<file path="config.mk">
export PLATFORM = sky130hd
export DESIGN_NAME = lzss_ctrl
export DESIGN_NICKNAME = d
export VERILOG_FILES = /design/src/rtl/core/lzss_pkg.sv /design/src/rtl/core/lzss_ctrl.sv
export SDC_FILE = /design/constraint.sdc
export NUM_CORES = 1
export LEC_CHECK = 0
export BUFFER_PORTS_ARGS = -buffer_cell sky130_fd_sc_hd__buf_2
export CAP_MARGIN = 5
export CORE_AREA = 5 5 42 44
export DETAILED_ROUTE_END_ITERATION = 12
export DIE_AREA = 0 0 47 49
export GPL_TIMING_DRIVEN = 0
export SLEW_MARGIN = 5
export SYNTH_ARGS = -nofsm -noshare
export SYNTH_HDL_FRONTEND = slang
export SYNTH_SLANG_ARGS = --single-unit
</file>
<file path="constraint.sdc">
create_clock -name clock -period 1.4 [get_ports clock]
set_clock_uncertainty 0.2 [all_clocks]
set_input_delay 0.21 -clock clock [delete_from_list [all_inputs] [get_ports clock]]
set_output_delay 0.21 -clock clock [all_outputs]
set_load 0.005 [all_outputs]
</file>
<file path="src/rtl/core/lzss_pkg.sv">
// ----------------------------------------------------------------------------
// lzss_pkg
// Shared types, codes and constants for the LZSS stream decoder.
// ----------------------------------------------------------------------------
package lzss_pkg;

   localparam int unsigned HISTORY_DEPTH_DEF = 4096;
   localparam int unsigned LEN_W             = 24;
   localparam int unsigned DIST_W            = 12;
   localparam int unsigned RUN_W             = 5;
   localparam int unsigned LEN_BIAS          = 2;
   localparam int unsigned GROUP_TOKENS      = 8;

   typedef enum logic [1:0] {
      STATUS_OK       = 2'd0,
      STATUS_COPY_OOB = 2'd1,
      STATUS_LIT_PAST = 2'd2,
      STATUS_TRUNC    = 2'd3
   } status_type;

   typedef enum logic [3:0] {
      OP_NONE      = 4'd0,
      OP_EMPTY_END = 4'd1,
      OP_TRUNC     = 4'd2,
      OP_CTRL      = 4'd3,
      OP_LIT       = 4'd4,
      OP_LIT_OVER  = 4'd5,
      OP_CW_LOW    = 4'd6,
      OP_CW_HIGH   = 4'd7,
      OP_COPY_RD   = 4'd8,
      OP_COPY_WR   = 4'd9,
      OP_COPY_FAIL = 4'd10
   } op_type;

   typedef struct packed {
      op_type op;
   } cmd_type;

   typedef struct packed {
      logic finished;
      logic exp_zero;
      logic phase_ctrl;
      logic phase_token;
      logic ctrl_bit;
      logic lit_over;
      logic copy_fail;
      logic copy_final;
      logic out_free;
   } stat_type;

endpackage

</file>
<file path="src/rtl/core/lzss_ctrl.sv">
// ----------------------------------------------------------------------------
// lzss_ctrl
// Sequencer: decodes each accepted byte into a datapath operation and steps
// through copy runs, one history read and one write per copied byte.
// ----------------------------------------------------------------------------
module lzss_ctrl (
   input  logic              clock,
   input  logic              reset,
   input  logic              req_tvalid,
   output logic              req_tready,
   input  logic              req_tlast,
   input  lzss_pkg::stat_type stat,
   output lzss_pkg::cmd_type  cmd
);

   typedef enum logic [2:0] {
      ST_IDLE    = 3'b001,
      ST_COPY_RD = 3'b010,
      ST_COPY_WR = 3'b100
   } state_type;

   state_type state_ff, state_in;

   always_ff @(posedge clock) begin
      if (reset) begin
         state_ff <= ST_IDLE;
      end else begin
         state_ff <= state_in;
      end
   end

   always_comb begin
      state_in   = state_ff;
      cmd.op     = lzss_pkg::OP_NONE;
      req_tready = 1'b0;
      unique case (state_ff)
         ST_IDLE: begin
            req_tready = stat.out_free;
            if (req_tvalid && stat.out_free) begin
               priority if (stat.finished) begin
                  cmd.op = lzss_pkg::OP_NONE;
               end else if (stat.exp_zero) begin
                  cmd.op = lzss_pkg::OP_EMPTY_END;
               end else if (stat.phase_ctrl) begin
                  cmd.op = req_tlast ? lzss_pkg::OP_TRUNC : lzss_pkg::OP_CTRL;
               end else if (stat.phase_token) begin
                  if (stat.ctrl_bit) begin
                     cmd.op = req_tlast ? lzss_pkg::OP_TRUNC : lzss_pkg::OP_CW_LOW;
                  end else begin
                     cmd.op = stat.lit_over ? lzss_pkg::OP_LIT_OVER : lzss_pkg::OP_LIT;
                  end
               end else begin
                  cmd.op   = lzss_pkg::OP_CW_HIGH;
                  state_in = ST_COPY_RD;
               end
            end
         end
         ST_COPY_RD: begin
            if (stat.copy_fail) begin
               if (stat.out_free) begin
                  cmd.op   = lzss_pkg::OP_COPY_FAIL;
                  state_in = ST_IDLE;
               end
            end else begin
               cmd.op   = lzss_pkg::OP_COPY_RD;
               state_in = ST_COPY_WR;
            end
         end
         ST_COPY_WR: begin
            if (stat.out_free) begin
               cmd.op   = lzss_pkg::OP_COPY_WR;
               state_in = stat.copy_final ? ST_IDLE : ST_COPY_RD;
            end
         end
         default: begin
            state_in = ST_IDLE;
         end
      endcase
   end

endmodule

</file>
# ---- After elaboration in Yosys (flattened, before gate mapping)
# Index checks and enable logic that the tools add are counted.
# W data, S select, Z words.
dict set report totals {
  mem_count 0
  latch_bits 0
  ramBits 0
  word_cells 37
  rom_bits 0
  regBits 3
}
dict set report classes {
  n_mul 0
  div 0
  muxes 24
  add_sub_neg 0
  eq_ne 10
  reduce_logical 2
  magnitude_cmp 0
  n_bitwise 0
  shift 0
}
# operator n
set op_table {}
lappend op_table {{$mux W4} 8}
lappend op_table {{$mux W3} 10}
lappend op_table {{$ne A2 B2 Y1 const B} 6}
lappend op_table {{$pmux W4 S3} 1}
lappend op_table {{$pmux W3 S3} 1}
lappend op_table {{$reduce_and A7 Y1} 1}
lappend op_table {{$eq A3 B1 Y1 const B} 1}
lappend op_table {{$eq A3 B2 Y1 const B} 1}
lappend op_table {{$eq A3 B3 Y1 const B} 1}
lappend op_table {{$mux W1} 3}
lappend op_table {{$ne A3 B3 Y1 const B} 1}
lappend op_table {{$mux W2} 1}
lappend op_table {{$logic_and A1 B1 Y1} 1}

# ---- Depth between registers and ports, before layout
dict set report logic_depth {
  word_depth 8
  mapped_depth 5
  depth_no_buf 4
}

# ---- Least setup slack after synthesis
# Ideal clock, no wire load.
dict set report synth_path {
  path_kind {flip-flop to output port}
  start {register state_ff[2]}
  end {output port cmd[0] (netlist name)}
  arrival_ps 963
  t_required_ps 990
  setup_slack_ps 27
  path_stages_with_launch 4
  cell_sequence {dfxtp_1 -> nor4b_4 -> nand3b_1 -> o32ai_1}
}
# element line_no
set synth_lines {}
lappend synth_lines {{from (decl)} lzss_ctrl.sv:22} ;# state_type state_ff, state_in;
lappend synth_lines {{from (signal assigned)} lzss_ctrl.sv:28} ;# state_ff <= state_in;
lappend synth_lines {{to (decl)} lzss_ctrl.sv:13} ;# output lzss_pkg::cmd_type cmd

==> qor.txt <==
Crit. End Element: output pin
DRT Pass-1 Iters: 4
Post-synthesis adder-cell area fraction: 0%
Relative slew slack: 82.3%
Largest net degree at the start of global routing: 10
Synth-to-layout area growth: 58.1%
Finished Layout Cells: 84
Layout cells sized above 1: 50.0%
Met3 GRT Util: 5.17%
Vias in the first global route: 377
DRC Markers: 0
Top Registers: state_ff x3
Yosys reg bits: 3
Die H: 49 um
Final hold slack: 187 ps
Min Tclk post-route: 1720 ps
Pwr Density: 596 nW/um^2
Antenna Violating Nets Remaining: 0
Ys flop type: dfxtp_1
FF/Latch Area: 66.3 sq um
Initial antenna violation count: 0
Leakage: 0.225 nW
Final Hold Viols: 0
Max Slew Vio Count: 0
Min-Delay Path Class: input pin to flip-flop
Setup crit start kind: flip-flop
Yosys cell types: 25
PortBufs: 17
Final nets: 82
Synth Area in Simple Gates: 45.8%
Final core utilization: 36.7%
1st-iter DRT viols: 7
Finished Cell Area: 514 sq um
Fin worst setup slack: -322 ps
Footprint of the multi-input gates: 258 sq um
Post-synth ARST share: 0%
Post-synth EDFFs: 0
Post-Place Cells: 77
CP Class: flip-flop to output pin
Number of filler cells placed in the layout: 172
Post-DP Area: 430 sq um
GRT Util Overall: 9.15%
Dpl hpwl: 726 um
CP Cell Sequence: buf_6 -> nor4b_4 -> nand3b_1 -> o32ai_1 -> buf_2
Outcome: complete, but fails checks
Core ar.: 1400 sq um
Peak VDD IR: 197 uV
Mapped Area: 325 sq um
WL per Instance: 11.8 um
Post-synthesis mux area share: 0%
Actual slew at the worst max-slew pin: 265 ps
Met2 Use GR: 10.6%
Synth Area in XOR/XNOR: 0%
Final setup fails: 5
Ant. Diodes: 0
Row cnt: 14
Skew-Pair Late Insertion Delay: 230 ps
Most common cell after layout, fill and taps aside: buf_2
Max reg flops: 3
H-tree Lvls: 1
Commonest cells after routing, fill and taps aside: 17 x buf_2, 5 x nand2_1
CTS clk-pin slew, worst paths: 40 ps
Final Cycle Share: 123%
Clock buffer depth: 2
Worst r2r path cells: 6
GR peak layer: met1
# Max-Cap Violations: 0
Synthesis Warnings: 0
Met1 usage in global routing: 12.5%
Pre-CTS WS: -175 ps
Total Wirelength: 992 um
Biggest register: state_ff
CTS tree: done
Fmax achieved: 581 MHz
First-pass GRT wire length: 1530 um
Compound-cell area share of the yosys netlist: 28.1%
Largest family of logic cells by synthesized area: simple AND/OR/NAND/NOR gates
Failing checks: setup timing
Sink Count: 3
Critical Path Fanout Max: 5
Die area: 2300 sq um
Root Driver: clkbuf_4
CP max stage cell: dfxtp_2
Syn_nets: 57
Num CTS Buffers: 3
CP arrival: 1310 ps
Worst Hold Path Cells: 3
Global route overflow: 0
Worst path required time: 990 ps
Syn Inst Count: 44
Die W: 47 um
RSZ-0062 raised after global routing: yes
Starting Density: 23.2%
RePlAce Congestion: 0.775
Mapped Avg Cell Area: 7.39 sq um
Via/cell ratio: 4.90
Via Count: 412
Num ports: 18
Seq/Total Area, Yosys: 18.5%
Max stage delay on crit path: 310 ps
-- worst max-delay path, delay by kind of cell, from the launching register on --
family,cells,cell delay [ps]
buffers and inverters,2,280
AOI/OAI and AO/OA,1,110
DFF,1,310
and+or+nand+nor,2,360
-- repair_timing --
item,4_1_cts,5_1_grt
setup endpoints to repair,5,6
resized for setup,9,3
hold buffers,1,0
pin swaps,4,3
setup buffers,3,0
hold endpoints to repair,1,0
-- final timing paths --
path	to	start	slack [ps]
worst max-delay path	cmd[0]	state_ff[1]	-320
worst min-delay path	state_ff[1]	stat[1]	190
worst max register to register	state_ff[0]	state_ff[1]	90
worst min register to register	state_ff[2]	state_ff[0]	390
-- power by group --
| part | internal [W] | switching [W] | leakage (nW) |
|---|---|---|---|
| combinational | 0.0000339 | 0.0000324 | 0.185 |
| clock | 0.000107 | 0.0000483 | 0.0150 |
| sequential | 0.0000844 | 0.000000394 | 0.0251 |
-- synth_stat cells (2+ instances only) --
cell type / count / area [sq um]
buf_2: 2 / 10.0
a22oi_1: 2 / 15.0
nor3_1: 4 / 20.0
nor2_1: 2 / 7.51
nand2b_1: 2 / 12.5
nand3b_1: 3 / 22.5
inv_1: 3 / 11.3
a21oi_1: 3 / 15.0
dfxtp_1: 3 / 60.1
nand2_1: 5 / 18.8
-- routing by layer --
metal	wire [um]	up-vias	part of all wire, %
li1	-	213	-
met2	414	17	42
met3	80	0	8.1
met4	0	0	0
met5	0	-	0
met1	497	182	50
-- cell type report --
class / instances / share of cell area [%]
Multi-Input combinational cell: 35 / 50.1
Sequential cell: 3 / 12.9
Inverter: 4 / 2.92
Buffer: 1 / 2.19
Timing Repair Buffer: 21 / 22.9
Tap cell: 16 / 3.89
Clock buffer: 4 / 5.11
-- metrics by stage --
stage               power, W  setup TNS [ps]
floorplan           0.000114               0
global placement    0.000147            -520
detailed placement  0.000147            -435
CTS                 0.000315           -1140
global route        0.000333           -1470
finish              0.000306           -1050
-- cells by family (layout without fill, tap and decap cells) --
| logic type | after synthesis | count (layout) |
|---|---|---|
| AND/OR/NAND/NOR | 22 | 22 |
| flip-flops | 3 | 3 |
| AO/OA/AOI/OAI | 13 | 13 |
| buffers and inverters | 6 | 30 |
Note: power is estimated with default switching activity, not from simulation.
